`src/rtl/plem_pkg.sv`:
```
// ----------------------------------------------------------------------------
// plem_pkg
// Shared types and codes for the priority list with extract-max.
// ----------------------------------------------------------------------------
package plem_pkg;

   localparam int MODE_W   = 2;
   localparam int STATUS_W = 2;
   localparam int POS_W    = 4;
   localparam int CNT_W    = 4;

   typedef enum logic [MODE_W-1:0] {
      MODE_INSERT  = 2'd0,
      MODE_EXTRACT = 2'd1,
      MODE_SEARCH  = 2'd2,
      MODE_COUNT   = 2'd3
   } mode_type;

   typedef enum logic [STATUS_W-1:0] {
      STATUS_OK    = 2'd0,
      STATUS_FULL  = 2'd1,
      STATUS_EMPTY = 2'd2
   } status_type;

   typedef enum logic [1:0] {
      ST_IDLE,
      ST_INSERT,
      ST_SCAN,
      ST_SHIFT
   } state_type;

   // per-cell load controls; take_load wins over take_next
   typedef struct packed {
      logic take_next;
      logic take_load;
   } cell_ctrl_type;

endpackage

```
`src/rtl/plem_cell.sv`:
```
// ----------------------------------------------------------------------------
// plem_cell
// One list entry; takes its neighbor's entry or a new one on command.
// ----------------------------------------------------------------------------
module plem_cell #(
   parameter int PRIORITY_BITS = 8,
   parameter int TAG_BITS      = 16
) (
   input  logic                         clock,
   input  plem_pkg::cell_ctrl_type      ctrl,
   input  logic [PRIORITY_BITS-1:0]     next_priority,
   input  logic [TAG_BITS-1:0]          next_tag,
   input  logic [PRIORITY_BITS-1:0]     load_priority,
   input  logic [TAG_BITS-1:0]          load_tag,
   output logic [PRIORITY_BITS-1:0]     entry_priority,
   output logic [TAG_BITS-1:0]          entry_tag
);
   import plem_pkg::*;

   logic [PRIORITY_BITS-1:0] prio_ff, prio_in;
   logic [TAG_BITS-1:0]      tag_ff, tag_in;

   always_comb begin
      prio_in = prio_ff;
      tag_in  = tag_ff;
      if (ctrl.take_load) begin
         prio_in = load_priority;
         tag_in  = load_tag;
      end else if (ctrl.take_next) begin
         prio_in = next_priority;
         tag_in  = next_tag;
      end
   end

   always_ff @(posedge clock) begin
      prio_ff <= prio_in;
      tag_ff  <= tag_in;
   end

   assign entry_priority = prio_ff;
   assign entry_tag      = tag_ff;

endmodule

```
`src/rtl/plem_scan.sv`:
```
// ----------------------------------------------------------------------------
// plem_scan
// Watches entries leaving the head cell one per cycle and keeps the first
// maximum, the first match and the at-or-above count.
// ----------------------------------------------------------------------------
module plem_scan #(
   parameter int CAPACITY      = 16,
   parameter int PRIORITY_BITS = 8,
   parameter int TAG_BITS      = 16,
   localparam int IDX_W        = $clog2(CAPACITY),
   localparam int NUM_W        = $clog2(CAPACITY + 1)
) (
   input  logic                     clock,
   input  logic                     reset,
   input  logic                     clear,
   input  logic                     step,
   input  logic [IDX_W-1:0]         entry_idx,
   input  logic [PRIORITY_BITS-1:0] entry_priority,
   input  logic [TAG_BITS-1:0]      entry_tag,
   input  logic [PRIORITY_BITS-1:0] req_priority,
   output logic [PRIORITY_BITS-1:0] best_priority,
   output logic [TAG_BITS-1:0]      best_tag,
   output logic [IDX_W-1:0]         best_idx,
   output logic                     found,
   output logic [IDX_W-1:0]         found_pos,
   output logic [NUM_W-1:0]         ge_count
);
   import plem_pkg::*;

   logic                     have_best_ff, have_best_in;
   logic                     found_ff, found_in;
   logic [NUM_W-1:0]         ge_ff, ge_in;
   logic [PRIORITY_BITS-1:0] best_prio_ff, best_prio_in;
   logic [TAG_BITS-1:0]      best_tag_ff, best_tag_in;
   logic [IDX_W-1:0]         best_idx_ff, best_idx_in;
   logic [IDX_W-1:0]         pos_ff, pos_in;

   always_comb begin
      have_best_in = have_best_ff;
      found_in     = found_ff;
      ge_in        = ge_ff;
      best_prio_in = best_prio_ff;
      best_tag_in  = best_tag_ff;
      best_idx_in  = best_idx_ff;
      pos_in       = pos_ff;
      if (clear) begin
         have_best_in = 1'b0;
         found_in     = 1'b0;
         ge_in        = '0;
      end else if (step) begin
         // strict compare keeps the lowest index on ties
         if (!have_best_ff || entry_priority > best_prio_ff) begin
            have_best_in = 1'b1;
            best_prio_in = entry_priority;
            best_tag_in  = entry_tag;
            best_idx_in  = entry_idx;
         end
         if (!found_ff && entry_priority == req_priority) begin
            found_in = 1'b1;
            pos_in   = entry_idx;
         end
         if (entry_priority >= req_priority) begin
            ge_in = ge_ff + NUM_W'(1);
         end
      end
   end

   always_ff @(posedge clock) begin
      if (reset) begin
         have_best_ff <= 1'b0;
         found_ff     <= 1'b0;
         ge_ff        <= '0;
      end else begin
         have_best_ff <= have_best_in;
         found_ff     <= found_in;
         ge_ff        <= ge_in;
      end
      best_prio_ff <= best_prio_in;
      best_tag_ff  <= best_tag_in;
      best_idx_ff  <= best_idx_in;
      pos_ff       <= pos_in;
   end

   assign best_priority = best_prio_ff;
   assign best_tag      = best_tag_ff;
   assign best_idx      = best_idx_ff;
   // search and count include the entry seen in the last scan cycle
   assign found         = found_in;
   assign found_pos     = pos_in;
   assign ge_count      = ge_in;

endmodule

```
`src/rtl/priority_list_extract_max.sv`:
```
// ----------------------------------------------------------------------------
// priority_list_extract_max
// Arrival-ordered priority list held in a ring of cells, with extract-max.
// ----------------------------------------------------------------------------
// A request is taken when start is high and busy is low; req_mode picks
// insert, extract highest priority, search priority or count at or above.
// Each request gives exactly one result, shown for one cycle with rsp_valid
// high; the receiver cannot stall, so results are never held back.
// Insert loads the cell at the tail directly in the ST_INSERT state, and the
// result strobe is registered from there. Extract, search and count rotate
// the whole ring of CAPACITY cells once past the head cell, where a scanner
// looks at one entry per cycle. Search, count and an extract on an empty
// list give their result after the ST_SCAN pass; any other extract gives it
// after an ST_SHIFT state that closes the gap by shifting the later cells
// down. busy drops in the cycle the result is shown, so a new request can be
// taken then, but none before the last one has its result. Reset empties
// the list and drops busy; cell contents are not cleared, only the entry
// count.
// ----------------------------------------------------------------------------
module priority_list_extract_max #(
   parameter int CAPACITY      = 16,
   parameter int PRIORITY_BITS = 8,
   parameter int TAG_BITS      = 16
) (
   input  logic                          clock,
   input  logic                          reset,
   input  logic                          start,
   output logic                          busy,
   input  logic [plem_pkg::MODE_W-1:0]   req_mode,
   input  logic [PRIORITY_BITS-1:0]      req_priority_req,
   input  logic [TAG_BITS-1:0]           req_person_tag,
   output logic                          rsp_valid,
   output logic [plem_pkg::STATUS_W-1:0] rsp_status,
   output logic [TAG_BITS-1:0]           rsp_out_tag,
   output logic [PRIORITY_BITS-1:0]      rsp_out_priority,
   output logic [plem_pkg::POS_W-1:0]    rsp_position,
   output logic [plem_pkg::CNT_W-1:0]    rsp_count_ahead,
   output logic                          rsp_list_empty
);
   import plem_pkg::*;

   localparam int IDX_W = $clog2(CAPACITY);
   localparam int NUM_W = $clog2(CAPACITY + 1);

   state_type state_ff, state_in;
   logic [NUM_W-1:0] count_ff, count_in;
   logic [IDX_W-1:0] scan_idx_ff, scan_idx_in;

   mode_type                 mode_ff;
   logic [PRIORITY_BITS-1:0] prio_ff;
   logic [TAG_BITS-1:0]      tag_ff;

   logic                     rsp_valid_ff, rsp_valid_in;
   status_type               rsp_status_ff, rsp_status_in;
   logic [TAG_BITS-1:0]      rsp_tag_ff, rsp_tag_in;
   logic [PRIORITY_BITS-1:0] rsp_prio_ff, rsp_prio_in;
   logic [POS_W-1:0]         rsp_pos_ff, rsp_pos_in;
   logic [CNT_W-1:0]         rsp_cnt_ff, rsp_cnt_in;
   logic                     rsp_empty_ff, rsp_empty_in;

   logic accept;
   logic scan_last;
   logic rotate_en, shift_en, load_en;

   logic [PRIORITY_BITS-1:0] cell_prio [CAPACITY];
   logic [TAG_BITS-1:0]      cell_tag  [CAPACITY];

   logic [PRIORITY_BITS-1:0] best_priority;
   logic [TAG_BITS-1:0]      best_tag;
   logic [IDX_W-1:0]         best_idx;
   logic                     found;
   logic [IDX_W-1:0]         found_pos;
   logic [NUM_W-1:0]         ge_count;
   logic                     scan_step;

   logic [IDX_W+POS_W-1:0]   pos_ext;
   logic [NUM_W+CNT_W:0]     ge_ext;
   logic [NUM_W+CNT_W:0]     ge_less;

   assign accept    = start && (state_ff == ST_IDLE);
   assign scan_last = (scan_idx_ff == IDX_W'(CAPACITY - 1));
   assign scan_step = (state_ff == ST_SCAN) && (NUM_W'(scan_idx_ff) < count_ff);

   // ring of cells: cell i takes from cell i+1, the last one from cell 0
   for (genvar i = 0; i < CAPACITY; i++) begin : g_cell
      cell_ctrl_type ctrl;
      assign ctrl.take_load = load_en && (count_ff == NUM_W'(i));
      assign ctrl.take_next = rotate_en || (shift_en && (IDX_W'(i) >= best_idx));

      plem_cell #(
         .PRIORITY_BITS(PRIORITY_BITS),
         .TAG_BITS     (TAG_BITS)
      ) u_cell (
         .clock         (clock),
         .ctrl          (ctrl),
         .next_priority (cell_prio[(i + 1) % CAPACITY]),
         .next_tag      (cell_tag[(i + 1) % CAPACITY]),
         .load_priority (prio_ff),
         .load_tag      (tag_ff),
         .entry_priority(cell_prio[i]),
         .entry_tag     (cell_tag[i])
      );
   end

   plem_scan #(
      .CAPACITY     (CAPACITY),
      .PRIORITY_BITS(PRIORITY_BITS),
      .TAG_BITS     (TAG_BITS)
   ) u_scan (
      .clock         (clock),
      .reset         (reset),
      .clear         (accept),
      .step          (scan_step),
      .entry_idx     (scan_idx_ff),
      .entry_priority(cell_prio[0]),
      .entry_tag     (cell_tag[0]),
      .req_priority  (prio_ff),
      .best_priority (best_priority),
      .best_tag      (best_tag),
      .best_idx      (best_idx),
      .found         (found),
      .found_pos     (found_pos),
      .ge_count      (ge_count)
   );

   assign pos_ext = {{POS_W{1'b0}}, found_pos};
   assign ge_ext  = {{(CNT_W + 1){1'b0}}, ge_count};
   assign ge_less = ge_ext - (NUM_W + CNT_W + 1)'(1);

   // next state
   always_comb begin
      state_in = state_ff;
      case (state_ff)
         ST_IDLE: begin
            if (start) begin
               state_in = (mode_type'(req_mode) == MODE_INSERT) ? ST_INSERT : ST_SCAN;
            end
         end
         ST_INSERT: state_in = ST_IDLE;
         ST_SCAN: begin
            if (scan_last) begin
               state_in = (mode_ff == MODE_EXTRACT && count_ff != '0) ? ST_SHIFT : ST_IDLE;
            end
         end
         ST_SHIFT: state_in = ST_IDLE;
         default:  state_in = ST_IDLE;
      endcase
   end

   // outputs and datapath controls
   always_comb begin
      count_in      = count_ff;
      scan_idx_in   = scan_idx_ff;
      rotate_en     = 1'b0;
      shift_en      = 1'b0;
      load_en       = 1'b0;
      rsp_valid_in  = 1'b0;
      rsp_status_in = STATUS_OK;
      rsp_tag_in    = '0;
      rsp_prio_in   = '0;
      rsp_pos_in    = '0;
      rsp_cnt_in    = '0;
      case (state_ff)
         ST_IDLE: begin
            scan_idx_in = '0;
         end
         ST_INSERT: begin
            rsp_valid_in = 1'b1;
            if (count_ff == NUM_W'(CAPACITY)) begin
               rsp_status_in = STATUS_FULL;
            end else begin
               load_en  = 1'b1;
               count_in = count_ff + NUM_W'(1);
            end
         end
         ST_SCAN: begin
            rotate_en   = 1'b1;
            scan_idx_in = scan_idx_ff + IDX_W'(1);
            if (scan_last) begin
               case (mode_ff)
                  MODE_EXTRACT: begin
                     if (count_ff == '0) begin
                        rsp_valid_in  = 1'b1;
                        rsp_status_in = STATUS_EMPTY;
                     end
                  end
                  MODE_SEARCH: begin
                     rsp_valid_in = 1'b1;
                     if (found) begin
                        rsp_pos_in = pos_ext[POS_W-1:0];
                     end else begin
                        rsp_status_in = STATUS_EMPTY;
                     end
                  end
                  MODE_COUNT: begin
                     rsp_valid_in = 1'b1;
                     // one less than the number at or above, saturating
                     if (ge_count == '0) begin
                        rsp_cnt_in = '0;
                     end else if (ge_less > (NUM_W + CNT_W + 1)'(2 ** CNT_W - 1)) begin
                        rsp_cnt_in = '1;
                     end else begin
                        rsp_cnt_in = ge_less[CNT_W-1:0];
                     end
                  end
                  default: rsp_valid_in = 1'b1;
               endcase
            end
         end
         ST_SHIFT: begin
            shift_en     = 1'b1;
            count_in     = count_ff - NUM_W'(1);
            rsp_valid_in = 1'b1;
            rsp_tag_in   = best_tag;
            rsp_prio_in  = best_priority;
         end
         default: ;
      endcase
      rsp_empty_in = (count_in == '0);
   end

   always_ff @(posedge clock) begin
      if (reset) begin
         state_ff     <= ST_IDLE;
         count_ff     <= '0;
         scan_idx_ff  <= '0;
         rsp_valid_ff <= 1'b0;
      end else begin
         state_ff     <= state_in;
         count_ff     <= count_in;
         scan_idx_ff  <= scan_idx_in;
         rsp_valid_ff <= rsp_valid_in;
      end
   end

   always_ff @(posedge clock) begin
      if (accept) begin
         mode_ff <= mode_type'(req_mode);
         prio_ff <= req_priority_req;
         tag_ff  <= req_person_tag;
      end
      if (rsp_valid_in) begin
         rsp_status_ff <= rsp_status_in;
         rsp_tag_ff    <= rsp_tag_in;
         rsp_prio_ff   <= rsp_prio_in;
         rsp_pos_ff    <= rsp_pos_in;
         rsp_cnt_ff    <= rsp_cnt_in;
         rsp_empty_ff  <= rsp_empty_in;
      end
   end

   assign busy             = (state_ff != ST_IDLE);
   assign rsp_valid        = rsp_valid_ff;
   assign rsp_status       = rsp_status_ff;
   assign rsp_out_tag      = rsp_tag_ff;
   assign rsp_out_priority = rsp_prio_ff;
   assign rsp_position     = rsp_pos_ff;
   assign rsp_count_ahead  = rsp_cnt_ff;
   assign rsp_list_empty   = rsp_empty_ff;

endmodule

```
`config.mk`:
```
export PLATFORM = sky130hd
export DESIGN_NAME = priority_list_extract_max
export DESIGN_NICKNAME = d
export VERILOG_FILES = /design/src/rtl/plem_pkg.sv /design/src/rtl/plem_cell.sv /design/src/rtl/plem_scan.sv /design/src/rtl/priority_list_extract_max.sv
export SDC_FILE = /design/constraint.sdc
export NUM_CORES = 1
export LEC_CHECK = 0
export BUFFER_PORTS_ARGS = -buffer_cell sky130_fd_sc_hd__buf_2
export CAP_MARGIN = 25
export CORE_UTILIZATION = 65
export DETAILED_ROUTE_END_ITERATION = 10
export GPL_ROUTABILITY_DRIVEN = 0
export PLACE_DENSITY = 0.87
export SLEW_MARGIN = 10
export SYNTH_ARGS = -nofsm -noshare
export SYNTH_HDL_FRONTEND = slang
export SYNTH_HIERARCHICAL = 1
export SYNTH_SLANG_ARGS = --single-unit
```
`constraint.sdc`:
```
create_clock -name clock -period 7.9 [get_ports clock]
set_clock_uncertainty 0.15 [all_clocks]
set_input_delay 0.395 -clock clock [delete_from_list [all_inputs] [get_ports clock]]
set_output_delay 0.395 -clock clock [all_outputs]
set_load 0.02 [all_outputs]
```
## After elaboration in Yosys (flattened, before gate mapping)

Cells that the tools add are included.

- Bits in registers: 496
- Input bits: 29
- Output and inout port bits: 37
- Logic and storage cells: 289

- Add/subtract/negate cells: 5
- Order comparisons: 20
- Equal/unequal tests: 26
- Multiplexer cells: 96
- Bitwise gates (word level): 4
- Reductions and logical operators: 86

Operator list:

| operator | number |
|---|---|
| 16-bit two-way mux | 32 |
| 8-bit two-way mux | 32 |
| 5-bit by 4-bit == test with 1-bit output (second input constant) | 8 |
| 1-bit logical AND | 36 |
| 2-bit nonzero test | 18 |
| 4-bit >= comparator (first input constant) | 8 |
| 5-bit by 3-bit == test with 1-bit output (second input constant) | 4 |
| 5-bit two-way mux | 4 |
| 1-bit logical OR | 17 |
| 3-bit by 4-bit >= comparator with 1-bit output (first input constant) | 4 |
| 4-bit two-way mux | 4 |
| 5-bit logical NOT | 3 |
| 2-bit two-way mux | 7 |
| 1-bit two-way mux | 11 |
| 5-bit by 1-bit adder with 5-bit output (second input constant) | 2 |
| 5-bit by 2-bit == test with 1-bit output (second input constant) | 2 |
| 10-bit by 4-bit > comparator with 1-bit output (second input constant) | 1 |
| 5-bit one-hot mux with 2 select lines | 1 |
| 2-bit == test (second input constant) | 4 |
| 8-bit == test | 1 |
| 1-bit by 4-bit >= comparator with 1-bit output (first input constant) | 2 |
| 2-bit by 4-bit >= comparator with 1-bit output (first input constant) | 2 |
| 8-bit >= comparator | 1 |
| 8-bit > comparator | 1 |
| 22 further kinds | 32 |

## Logic depth before layout (Yosys ltp)

Gate-level depths: netlist (run 1).

- Depth in word-level cells: 9
- Gate-level depth with buffers: 18
- Depth with buffers taken out: 18

## Modules after synthesis

The synthesis (run 1) kept the hierarchy.

By module, submodules not included:

| module | times used | cells an instance | area each (um2) | sequential area each (um2) |
|---|---|---|---|---|
| plem_cell | 16 | 52 | 1119.8 | 720.7 |
| priority_list_extract_max | 1 | 294 | 3463.3 | 2072.0 |
| plem_scan | 1 | 133 | 1709.1 | 1061.0 |

## Worst setup path after synthesis (run 1)

No wires, ideal clock.

- Kind: register -> register
- From: register count_ff[1]
- To: register u_scan.best_idx_ff[0] (netlist: u_scan/best_idx[0]) (enable)
- Setup time: 0.484 ns
- Arrival time: 4.463 ns
- Required time: 7.266 ns
- Path slack: 2.803 ns
- Stages on the path, launching flop included: 9
- Path buffers: 0
- Clock period less this slack: 5.097 ns
- Cells stage by stage: dfxtp_1 -> inv_1 -> ha_1 -> a21o_1 -> a21o_1 -> a21o_1 -> a21oi_1 -> inv_1 -> nor4_1

- Cells in the longest elaborated chain, start to end: 3

RTL lines:

| what | RTL line | RTL |
|---|---|---|
| from (decl) | priority_list_extract_max.sv:46 | `logic [NUM_W-1:0] count_ff, count_in;` |
| from (signal assigned) | priority_list_extract_max.sv:230 | `count_ff <= count_in;` |
| 4-bit by 5-bit < comparator with 1-bit output | priority_list_extract_max.sv:82 | `assign scan_step = (state_ff == ST_SCAN) && (NUM_W'(scan_idx_ff) < count_ff);` |
| 1-bit logical AND | priority_list_extract_max.sv:82 |  |
| named net scan_step | priority_list_extract_max.sv:74 | `logic scan_step;` |
| 3-bit AND reduction (no line) | n/a |  |
| to (signal assigned) | plem_scan.sv:80 | `best_idx_ff <= best_idx_in;` |
| to (decl) | plem_scan.sv:35 | `logic [IDX_W-1:0] best_idx_ff, best_idx_in;` |

The timed path passes the listed nets, and every way through them passes these cells.
A chain may end at the register's enable or synchronous reset.

## Worst setup path after layout (run 1)

- From: register count_ff[1]
- To: register rsp_cnt_ff[3] (netlist: rsp_count_ahead[3]) (data pin)

- Cells in the longest elaborated chain, start to end: 7
- Elaborated cells on any way between the ends: 9
- Those cells by class: add/sub (1); order compare (2); mux (3); reduce/logical (3)

RTL lines:

| what | RTL line | RTL |
|---|---|---|
| 4-bit by 5-bit < comparator with 1-bit output (*) | priority_list_extract_max.sv:82 |  |
| 1-bit logical AND (*) | priority_list_extract_max.sv:82 |  |
| named net scan_step | priority_list_extract_max.sv:74 |  |
| 5-bit two-way mux (*) | plem_scan.sv:50 | `end else if (step) begin` |
| 5-bit two-way mux (*) | plem_scan.sv:46 | `if (clear) begin` |
| named net ge_count[1] | priority_list_extract_max.sv:73 | `logic [NUM_W-1:0] ge_count;` |
| 5-bit by 1-bit subtractor with 6-bit output | priority_list_extract_max.sv:128 | `assign ge_less = ge_ext - (NUM_W + CNT_W + 1)'(1);` |
| 10-bit by 4-bit > comparator with 1-bit output | priority_list_extract_max.sv:200 | `end else if (ge_less > (NUM_W + CNT_W + 1)'(2 ** CNT_W - 1)) begin` |
| 4-bit two-way mux | priority_list_extract_max.sv:200 |  |
| to (signal assigned) | priority_list_extract_max.sv:247 | `rsp_cnt_ff <= rsp_cnt_in;` |
| to (decl) | priority_list_extract_max.sv:58 | `logic [CNT_W-1:0] rsp_cnt_ff, rsp_cnt_in;` |

Mark *: on every way through the listed nets, which the timed path passes. The rest lies on a longest branch.

==> out/metrics.cfg, run 1 <==
[synth]
synth_top_family_by_area = multiplexers
synth_nets = 1323
ys_ff_latch = 496
synthXorXnorAreaFrac_pct = 0.114
synth_edf_count = 473
synthMuxAreaShare_pct = 24.0
syn_area_sq_um = 23100
seq_area_frac_synth_pct = 63.5
synth_area_per_cell_sq_um = 18.3
ys_warn_count = 6
synthFlopType = edfxtp_1
synth_cells = 1259
synthAdderAreaFrac_pct = 1.90
synth-compound-area-share_pct = 2.17
async_reset_ff_share_pct = 0
synth_cell_types = 62
synth-simple-area-share_pct = 3.93

[worst_hold_path]
hold_path_class = input pin to flop
hold_end = count_ff[1]$_SDFF_PP0_
hold_depth = 2
hold_path_startpoint = reset

[floorplan]
dieArea_sq_um = 36300
fp-row-count = 68
die_h_microns = 190
ios = 66
core_area_sq_um = 34700
initial_core_util_pct = 66.5
die_x_microns = 190

[routing]
post_drt_wl_per_cell_microns = 25.3
ant_nets = 0
route.vias.total = 11500
drc = 0
via_per_inst = 6.18
drtIter0Drc = 1348
wl_mm = 47.2
firstDrtPassIters = 6

[clock_network]
clock_latency_ns = 0.55
tritoncts_num_sinks = 496
htreeDepth = 2
cts_root_buffer = clkbuf_16
ctsResizeCount = 0
path_clk_slew_ns = 0.06
cts_tree = done
cts_buffers = 48
clock_path_buffers = 3

[final_layout]
final_net_count = 1437
utilization_pct = 72.6
drive_above_1_share_pct = 39.9
syn_to_final_growth_pct = 9.19
fillers = 1950
diodes = 0
final_area_sq_um = 25200

[worst_setup_path]
r2r_end = rsp_count_ahead[3]$_SDFFCE_PP0P_
r2r_slack_ns = 3.41
cp_cell_sequence = inv_1, ha_1, a21o_1, a21o_1, a21o_1, a21oi_1, inv_1, or2_0, o32a_1, mux2i_1, nor2_1, inv_1, ha_1, nand2b_1, o311ai_1, nor2_1
start_kind = flop
max_stage_delay_ns = 0.48
cp.depth = 16
crit_buf_inv = 3
worstRegToRegCells = 16
worstPathRequired_ns = 8.03
cpLargestDelayFamily = compound AO/OA/AOI/OAI gates
cp_max_fo = 8
crit_arrival_ns = 4.62
end_kind = flop
r2r_start = count_ff[1]$_SDFF_PP0_
cp_slowest_cell = o311ai_1
worstSetupPathType = flop to flop

[grt]
first_global_vias = 11600
grt_pass1_wl_mm = 71.8
grt_max_degree = 36
grt_overflow_total = 0
antenna_found_initial = 0
grt_usage_pct = 26.6

[timing]
worst_pin_slew_ns = 1.07
fin_crit_ns = 4.49
hold_ws_ns = 0.0692
timing.setup.tns_ns = 0
fmaxAchievable_ghz = 0.223
max_slew_margin_pct = 28.4
fin_crit_sh_pct = 56.8
rsz0062_at_grt = no
slew_violations = 0
hold_violations = 0
setup_violations = 0

[placed_design]
place_hpwl_mm = 27.7
placement.io_buffers = 65
place_area_sq_um = 23500

[job]
drv_cap = 0

[pwr]
power_density_nw_per_um2 = 354
p_leak_nw = 9.21
irDropWorstVdd_mv = 0.284
finalPower_mw = 8.91

[status]
status = completed

[cell usage after synthesis (6+ instances only)]
master	n	area [sq um]
nor3_1	8	40.0
nand2_1	13	48.8
buf_6	16	180
ha_1	35	438
and2_1	42	263
a21oi_1	28	140
nand3_1	6	30.0
clkbuf_1	10	37.5
or2_1	16	100
edfxtp_1	473	14200
inv_1	37	139
and3_2	6	45.0
buf_12	32	641
mux2_2	82	923
and3_1	6	37.5
mux2_4	304	4560
nor2_1	26	97.6
dfxtp_1	23	460
o21ai_0	17	85.1
[worst max path at each step]
| stage | from | endpoint | slack [ns] |
|---|---|---|---|
| CTS | count_ff[1]$_SDFF_PP0_ | rsp_count_ahead[3]$_SDFFCE_PP0P_ | 3.52 |
| floorplan | count_ff[1]$_SDFF_PP0_ | u_scan/best_idx[0]$_DFFE_PP_ | 2.80 |
| detailed placement | count_ff[1]$_SDFF_PP0_ | rsp_count_ahead[3]$_SDFFCE_PP0P_ | 3.56 |
| global placement | count_ff[1]$_SDFF_PP0_ | rsp_count_ahead[3]$_SDFFCE_PP0P_ | 3.78 |
| global route | count_ff[1]$_SDFF_PP0_ | rsp_count_ahead[3]$_SDFFCE_PP0P_ | 3.11 |
| finish | count_ff[1]$_SDFF_PP0_ | rsp_count_ahead[3]$_SDFFCE_PP0P_ | 3.41 |
[routing by layer]
metal  GRT usage, %  wire length [microns]  vias to the layer above
met1           38.1                  19600                     5773
met5              0                      0                        -
met2           43.5                  23100                      627
met3           3.74                   3620                       79
li1               -                      -                     5043
met4           6.00                    941                        0
[flip-flops by register name, summed over array words and instances (netlist names), 2 cells and up]
register / cells
mode_ff: 2
u_scan/best_tag: 16
rsp_count_ahead: 4
rsp_status: 2
rsp_position: 4
u_scan/ge_ff: 5
count_ff: 5
u_scan/best_idx: 4
prio_ff: 8
scan_idx_ff: 4
state_ff: 2
g_cell.u_cell/entry_priority: 128
tag_ff: 16
u_scan/pos_ff: 4
rsp_out_priority: 8
g_cell.u_cell/entry_tag: 256
u_scan/best_priority: 8
rsp_out_tag: 16
[cell type report]
class                           count  area [sq um]  share of cell area [%]
Clock buffer                       67          1290                    5.13
Tap cell                          455           569                    2.26
Multi-Input combinational cell    665          7430                    29.5
Inverter                           38           143                   0.566
Timing Repair Buffer              124           961                    3.81
Sequential cell                   496         14700                    58.2
Clock inverter                     19           149                   0.591
[timing repair]
item / 4_1_cts / 5_1_grt
setup endpoints to repair: 0 / 0
setup buffers: 0 / 0
hold endpoints to repair: 26 / 0
hold buffers: 26 / 0
[cells by family (layout without fill, tap and decap cells)]
kind of cell	count (synthesis)	in the layout
buffers and inverters	98	248
DFF	496	496
muxes	391	391
AOI/OAI and AO/OA	79	79
and+or+nand+nor	157	157
xor gates and xnor gates	3	3
adders and majority gates	35	35
[layout by cell type, fill, tap and decap left out, types with 3 or more instances in the layout]
| cell type | netlist | final |
|---|---|---|
| mux2i_1 | 3 | 3 |
| nand2b_1 | 5 | 5 |
| nand4_1 | 4 | 4 |
| or2_1 | 16 | 16 |
| nor2b_1 | 5 | 5 |
| mux2_2 | 82 | 82 |
| edfxtp_1 | 473 | 473 |
| o21a_1 | 3 | 3 |
| nand3_1 | 6 | 6 |
| a21o_1 | 3 | 3 |
| buf_2 | 1 | 65 |
| a211oi_1 | 3 | 3 |
| and3_2 | 6 | 6 |
| nor3_1 | 8 | 8 |
| ha_1 | 35 | 35 |
| buf_8 | 0 | 9 |
| clkbuf_1 | 10 | 17 |
| dlygate4sd3_1 | 0 | 26 |
| and3_1 | 6 | 6 |
| dfxtp_1 | 23 | 23 |
| inv_1 | 37 | 37 |
| nor2_1 | 26 | 26 |
| a21oi_1 | 28 | 27 |
| o21ai_0 | 17 | 17 |
| nand2_1 | 13 | 13 |
| or3_1 | 5 | 5 |
| clkinv_2 | 0 | 6 |
| buf_4 | 0 | 19 |
| clkinv_1 | 0 | 9 |
| mux2_4 | 304 | 304 |
| a31oi_1 | 5 | 5 |
| o211ai_1 | 3 | 3 |
| clkbuf_16 | 0 | 48 |
| and2_1 | 42 | 41 |
[stage by stage]
stage / std cells / worst slack, ns
after floorplan: 1259 / 2.80
after global placement: 1738 / 3.78
after detailed placement: 1749 / 3.56
after CTS: 1861 / 3.52
after global routing: 1864 / 3.11
final: 1864 / 3.41
[where the power goes]
| group | total [mW] | switching (mW) | internal, mW |
|---|---|---|---|
| Combinational | 2.21 | 1.14 | 1.07 |
| Clock | 2.17 | 0.963 | 1.21 |
| Sequential | 4.54 | 0.473 | 4.06 |
No activity file was read; power rests on OpenSTA's default activity.
==> run 2: changes to the inputs <==
--- a/config.mk
+++ b/config.mk
@@ -5,12 +5,13 @@
 export SDC_FILE = /design/constraint.sdc
 export NUM_CORES = 1
 export LEC_CHECK = 0
+export ABC_AREA = 1
 export BUFFER_PORTS_ARGS = -buffer_cell sky130_fd_sc_hd__buf_2
 export CAP_MARGIN = 25
-export CORE_UTILIZATION = 65
+export CORE_UTILIZATION = 56
 export DETAILED_ROUTE_END_ITERATION = 10
 export GPL_ROUTABILITY_DRIVEN = 0
-export PLACE_DENSITY = 0.87
+export PLACE_DENSITY = 0.8
 export SLEW_MARGIN = 10
 export SYNTH_ARGS = -nofsm -noshare
 export SYNTH_HDL_FRONTEND = slang
==> constraint.sdc (replaced) <==
create_clock -name clock -period 4.1 [get_ports clock]
set_clock_uncertainty 0.15 [all_clocks]
set_input_delay 0.205 -clock clock [delete_from_list [all_inputs] [get_ports clock]]
set_output_delay 0.205 -clock clock [all_outputs]
set_load 0.02 [all_outputs]
==> run 2 against run 1 <==
Compared with the run above:
- largest power group unchanged
- synthesized area down 2.1%
- via count is 35% higher
- die area grew 14%
- sequential share of layout area is 0.93 points higher
- core utilization fell by 10 points
- design area down 1.6%
- non-clock buffer count increased by 1
- routed wire length rose by 13%
==> out/metrics.cfg, run 2 <==
[status]
status = completed

[worst_setup_path]
worstPathRequired_ns = 4.30  ; -3.73 ns
start_kind = flop
worstSetupPathType = flop to flop
cp_cell_sequence = inv_1, ha_1, a21oi_1, o22ai_1, nor3_1, buf_4, nand3_1, nand3_1, inv_1, inv_1, ha_1, inv_1, nor2_1, nand2_1, nor2_1, nor2_1, nand2_1, inv_1, o21ai_0, inv_1
crit_arrival_ns = 3.78  ; -0.84 ns
crit_buf_inv = 7  ; +4
cpLargestDelayFamily = simple AND/OR/NAND/NOR gates
crit_top_cell = inv_1
r2r_start = count_ff[2]$_SDFF_PP0_
end_kind = flop
cp-startpoint = count_ff[2]$_SDFF_PP0_
cp_slowest_cell = dfxtp_1
max_stage_delay_ns = 0.55  ; +0.07 ns
cp_max_fo = 11  ; +3

[routing]
highest_layer = met5
firstDrtPassIters = 6  ; unchanged
met1_length_mm = 20.1  ; +2.4%
via_per_inst = 5.48  ; -11%
met2WireLength_mm = 24.5  ; +6.3%
drtIter0Drc = 1753  ; +30%
met3WireLength_mm = 6.98  ; +93%
drc = 0  ; unchanged
post_drt_wl_per_cell_microns = 18.8  ; -26%
wl_mm = 53.4  ; +13%
route.vias.total = 15500  ; +35%
ant_nets = 0  ; unchanged

[clock_network]
path_clk_slew_ns = 0.06  ; about the same
cts_root_buffer = clkbuf_16
clock_path_buffers = 3  ; unchanged
cts_tree = done
tritoncts_num_sinks = 496  ; unchanged
clock_latency_ns = 0.60  ; +0.05 ns
htreeDepth = 2  ; unchanged
ctsResizeCount = 0  ; unchanged
cts_buffers = 50  ; +4.2%

[pwr]
p_leak_nw = 10.7  ; +16%
power_density_nw_per_um2 = 665  ; +88%
irDropWorstVdd_mv = 0.449  ; +58%

[synth]
yosys.area.top_type = edfxtp_1
synth_edf_count = 473  ; unchanged
synth_nets = 2241  ; +69%
ys_warn_count = 6  ; unchanged
syn_area_sq_um = 22600  ; -2.1%
ys_ff_latch = 496  ; unchanged
seq_area_frac_synth_pct = 64.9  ; +1.4 points
synth_area_per_cell_sq_um = 10.4  ; -43%
yosysMostFrequentCell = nand2_1
synthFlopType = edfxtp_1
async_reset_ff_share_pct = 0  ; unchanged
synth_cells = 2177  ; +73%
synth_cell_types = 42  ; -32%
synth.cells.most_frequent = nand2_1, edfxtp_1, nand2_2, inv_1, nor2_1
netlist_top_cells_area = edfxtp_1, nand2_1, nand2_2, buf_6, dfxtp_1
synth.top_cell.area_share_pct = 62.8  ; +1.3 points

[floorplan]
die_x_microns = 203  ; +6.5%
ios = 66  ; unchanged
initial_core_util_pct = 56.9  ; -9.6 points
dieArea_sq_um = 41200  ; +14%
core_area_sq_um = 39700  ; +14%
die_h_microns = 203  ; +6.5%
fp-row-count = 73  ; +7.4%

[timing]
rsz0062_at_grt = no
worst_pin_slew_ns = 1.14  ; +0.0655 ns
hold_violations = 0  ; unchanged
max_slew_margin_pct = 24.0  ; -4.4 points
slew_violations = 0  ; unchanged
timing.setup.tns_ns = 0  ; unchanged
fin_crit_sh_pct = 87.4  ; +31 points
fmaxAchievable_ghz = 0.279  ; +25%
setup_violations = 0  ; unchanged
fin_crit_ns = 3.58  ; -0.905 ns

[worst_hold_path]
hold_path_class = input pin to flop
hold_path_startpoint = req_person_tag[0]

[grt]
grt_usage_pct = 26.5  ; -0.098 points
grt_max_degree = 37  ; +2.8%
first_global_vias = 15000  ; +29%
grt_overflow_total = 0  ; unchanged
grt_pass1_wl_mm = 82.9  ; +15%
antenna_found_initial = 7  ; +7

[final_layout]
layout_common_cells = nand2_1, edfxtp_1, nand2_2
syn_to_final_growth_pct = 9.77
fillers = 2929  ; +50%
final_common_cell = nand2_1
drive_above_1_share_pct = 15.3  ; -25 points
largest_reg_flops = 256  ; unchanged
utilization_pct = 62.5  ; -10 points
final_net_count = 2330  ; +62%

[placed_design]
place_hpwl_mm = 33.8  ; +22%
placement.io_buffers = 65  ; unchanged

[job]
drv_cap = 0  ; unchanged

[run 2: metal layers]
metal  track usage (%)  vias up
li1                  -     7201
met1              34.5     7264
met2              42.1      904
met3              8.07      156
met4              9.51        6
met5                 0        -
[run 2: per-stage QoR]
stage	area (sq um)	cells	total power, mW	setup WS [ns]	hold slack (ns)
6_report	24800	2834	16.5	0.518	0.176
5_1_grt	24800	2833	17.2	0.211	0.160
4_1_cts	24800	2831	16.5	0.644	0.146
3_5_place_dp	22900	2709	12.0	0.638	0.233
3_3_place_gp	22900	2708	11.8	0.864	0.231
2_1_floorplan	22600	2177	10.6	0.728	0.124
[run 2: layout make-up]
cell class | instances | area, sq um | area share [%]
antenna | 2 | 5.00 | 0.0202
clock buffer | 72 | 1410 | 5.66
clock inverter | 21 | 169 | 0.681
inverter | 125 | 592 | 2.38
multi-input combinational | 1468 | 6450 | 26.0
sequential | 496 | 14700 | 59.1
tap | 525 | 657 | 2.65
timing repair buffer | 125 | 876 | 3.53
[run 2: logic make-up after synthesis]
logic type / count (synthesis) / share of synthesized area, %
and+or+nand+nor: 1387 / 25.1
muxes: 4 / 0.177
AOI/OAI and AO/OA: 42 / 1.08
DFF: 496 / 64.9
adders and majority gates: 35 / 1.94
buffers and inverters: 213 / 6.84
[run 2: path summary, 6_finish.rpt]
path / endpoint / slack (ns) / cells past startpoint
setup / recovery: rsp_count_ahead[2]$_SDFFCE_PP0P_ / 0.52 / 20
setup reg to reg: rsp_count_ahead[2]$_SDFFCE_PP0P_ / 0.52 / 20
hold reg to reg: u_scan/best_tag[7]$_DFFE_PP_ / 0.31 / 0
hold / removal: tag_ff[0]$_DFFE_PP_ / 0.18 / 2
[run 2: power by group]
part / total, mW / internal, mW / switching [mW]
sequential: 8.49 / 7.65 / 0.837
combinational: 3.59 / 0.993 / 2.60
clock: 4.43 / 2.51 / 1.91
[run 2: what timing repair did]
item	in CTS	in global routing
setup buffers	0	0
endpoints found under the hold margin	42	0
hold buffers	29	0
==> run 3: changes to the inputs <==
--- a/config.mk
+++ b/config.mk
@@ -8,6 +8,7 @@
 export ABC_AREA = 1
 export BUFFER_PORTS_ARGS = -buffer_cell sky130_fd_sc_hd__buf_2
 export CAP_MARGIN = 25
+export CORE_ASPECT_RATIO = 1.5
 export CORE_UTILIZATION = 56
 export DETAILED_ROUTE_END_ITERATION = 10
 export GPL_ROUTABILITY_DRIVEN = 0
==> run 3 against run 2 <==
Compared with the run above:
- the run now ends with DRC left
- clock power fell by 9.0%
- non-clock buffer count unchanged
- global-route usage increased by 1.4 points
- critical endpoint unchanged
- setup slack gained 0.11 ns
- routed wire length grew 6.3%
==> out/metrics.cfg, run 3 (synthesized netlist as in run 2, its figures left out) <==
[final_layout]
largest_reg_flops = 256  ; unchanged
syn_to_final_growth_pct = 8.64
final_common_cell = nand2_1
drive_above_1_share_pct = 14.9  ; -0.39 points
final_net_count = 2324  ; -0.26%
utilization_pct = 62.1  ; -0.33 points
layout_common_cells = nand2_1, edfxtp_1, nand2_2
final_area_sq_um = 24600  ; -1.0%

[clock_network]
cts_tree = done
tritoncts_num_sinks = 496  ; unchanged
clock_latency_ns = 0.57  ; -0.03 ns
ctsResizeCount = 0  ; unchanged
path_clk_slew_ns = 0.07  ; about the same
clock_path_buffers = 3  ; unchanged
cts_root_buffer = clkbuf_16
cts_buffers = 44  ; -12%
htreeDepth = 2  ; unchanged

[status]
status = complete, but fails checks
violations = DRC

[grt]
grt_max_degree = 37  ; unchanged
grt_usage_pct = 27.8  ; +1.4 points
grt_pass1_wl_mm = 86.1  ; +3.9%
grt_overflow_total = 0  ; unchanged
first_global_vias = 15700  ; +5.0%
antenna_found_initial = 0  ; -7

[worst_setup_path]
start_kind = flop
cpLargestDelayFamily = simple AND/OR/NAND/NOR gates
end_kind = flop
cp_cell_sequence = inv_1, ha_1, a21oi_1, o22ai_1, nor3_1, buf_4, nand3b_1, nand3_1, inv_1, inv_1, ha_1, inv_1, nor2_1, nand2_1, nand2_1, nand2_1, inv_1, nand2_1, o21ai_0, inv_1
max_stage_delay_ns = 0.56  ; about the same
crit_top_cell = inv_1
worstPathRequired_ns = 4.28  ; -0.02 ns
cp_max_fo = 11  ; unchanged
crit_arrival_ns = 3.65  ; -0.13 ns
crit_buf_inv = 7  ; unchanged
worstSetupPathType = flop to flop
cp_slowest_cell = dfxtp_1

[floorplan]
initial_core_util_pct = 57.2  ; +0.29 points
ios = 66  ; unchanged
dieArea_sq_um = 41200  ; about the same
core_area_sq_um = 39500  ; -0.50%
die_h_microns = 248  ; +22%
fp-row-count = 89  ; +22%
die_x_microns = 166  ; -18%

[placed_design]
place_ws_ns = 0.638  ; +0.0000820 ns
placement.io_buffers = 65  ; unchanged
place_hpwl_mm = 37.1  ; +9.7%
place_area_sq_um = 22900  ; -0.14%

[pwr]
p_leak_nw = 10.5  ; -1.2%
p_sw_mw = 5.29  ; -1.1%
swShare_pct = 32.7  ; +0.35 points
clock_power_share_pct = 24.9  ; -1.9 points
finalPower_mw = 16.2  ; -2.1%
power_density_nw_per_um2 = 658  ; -1.1%
power_frac_comb_pct = 22.5  ; +0.7 points
seq_power_share_pct = 52.6  ; +1.2 points
irDropWorstVdd_mv = 0.512  ; +14%
internal_power_mw = 10.9  ; -2.6%

[timing]
worst_pin_slew_ns = 1.20  ; +0.0563 ns
timing.setup.tns_ns = 0  ; unchanged
setup_violations = 0  ; unchanged
slew_violations = 0  ; unchanged
hold_violations = 0  ; unchanged
fin_crit_ns = 3.47  ; -0.113 ns
worst_slack_ns = 0.631  ; +0.113 ns
fmaxAchievable_ghz = 0.288  ; +3.3%
rsz0062_at_grt = no
max_slew_margin_pct = 20.2  ; -3.8 points
fin_crit_sh_pct = 84.6  ; -2.8 points

[routing]
wl_mm = 56.7  ; +6.3%
firstDrtPassIters = 10  ; +4
drc = 2  ; +2
route.vias.total = 15700  ; +1.3%
drtIter0Drc = 1663  ; -5.1%
via_per_inst = 5.63  ; +2.8%
ant_nets = 0  ; unchanged
post_drt_wl_per_cell_microns = 20.3  ; +7.8%

[worst_hold_path]
hold_path_class = input pin to flop

[job]
drv_cap = 0  ; unchanged

[run 3: layout make-up]
class                   instances  area [sq um]
diodes                          1          2.50
clock buffers                  61          1200
clock inverters                18           173
fillers                      2891         15000
inverters                     125           592
multi-input cells            1468          6450
flip-flops and latches        496         14700
well taps                     500           626
repair buffers                125           863
[run 3: metal layers]
metal | up-vias | routed length [microns] | global-route usage [%]
li1 | 7172 | - | -
met2 | 821 | 28400 | 49.0
met3 | 241 | 4190 | 4.46
met4 | 0 | 5190 | 24.2
met1 | 7499 | 18900 | 29.3
met5 | - | 0 | 0
[run 3: repair_timing]
| action | CTS | global route |
|---|---|---|
| hold buffers | 29 | 0 |
| buffers inserted | 0 | 0 |
| hold endpoints to repair | 39 | 0 |
[run 3: path summary, 6_finish.rpt]
path,startpoint,cells after the start,slack [ns],endpoint
setup / recovery,count_ff[2]$_SDFF_PP0_,20,0.63,rsp_count_ahead[2]$_SDFFCE_PP0P_
hold / removal,req_person_tag[8],2,0.19,tag_ff[8]$_DFFE_PP_
setup reg to reg,count_ff[2]$_SDFF_PP0_,20,0.63,rsp_count_ahead[2]$_SDFFCE_PP0P_
hold reg to reg,u_scan/pos_ff[0]$_DFF_P_,2,0.31,u_scan/pos_ff[0]$_DFF_P_
[run 3: per-stage QoR]
step           hold WS (ns)  instances
3_3_place_gp          0.233       2683
2_1_floorplan         0.124       2177
3_5_place_dp          0.233       2685
5_1_grt               0.199       2793
4_1_cts               0.182       2793
6_report              0.191       2794
[run 3: power by group through the flow]
| stage | Combinational [mW] | Clock, mW | Sequential, mW |
|---|---|---|---|
| final | 3.64 | 4.03 | 8.50 |
| after global routing | 3.97 | 4.23 | 8.59 |
| after CTS | 3.56 | 4.04 | 8.49 |
| after detailed placement | 3.50 | 0 | 8.56 |
| after global placement | 3.34 | 0 | 8.56 |
| after floorplan | 2.36 | 0 | 8.27 |
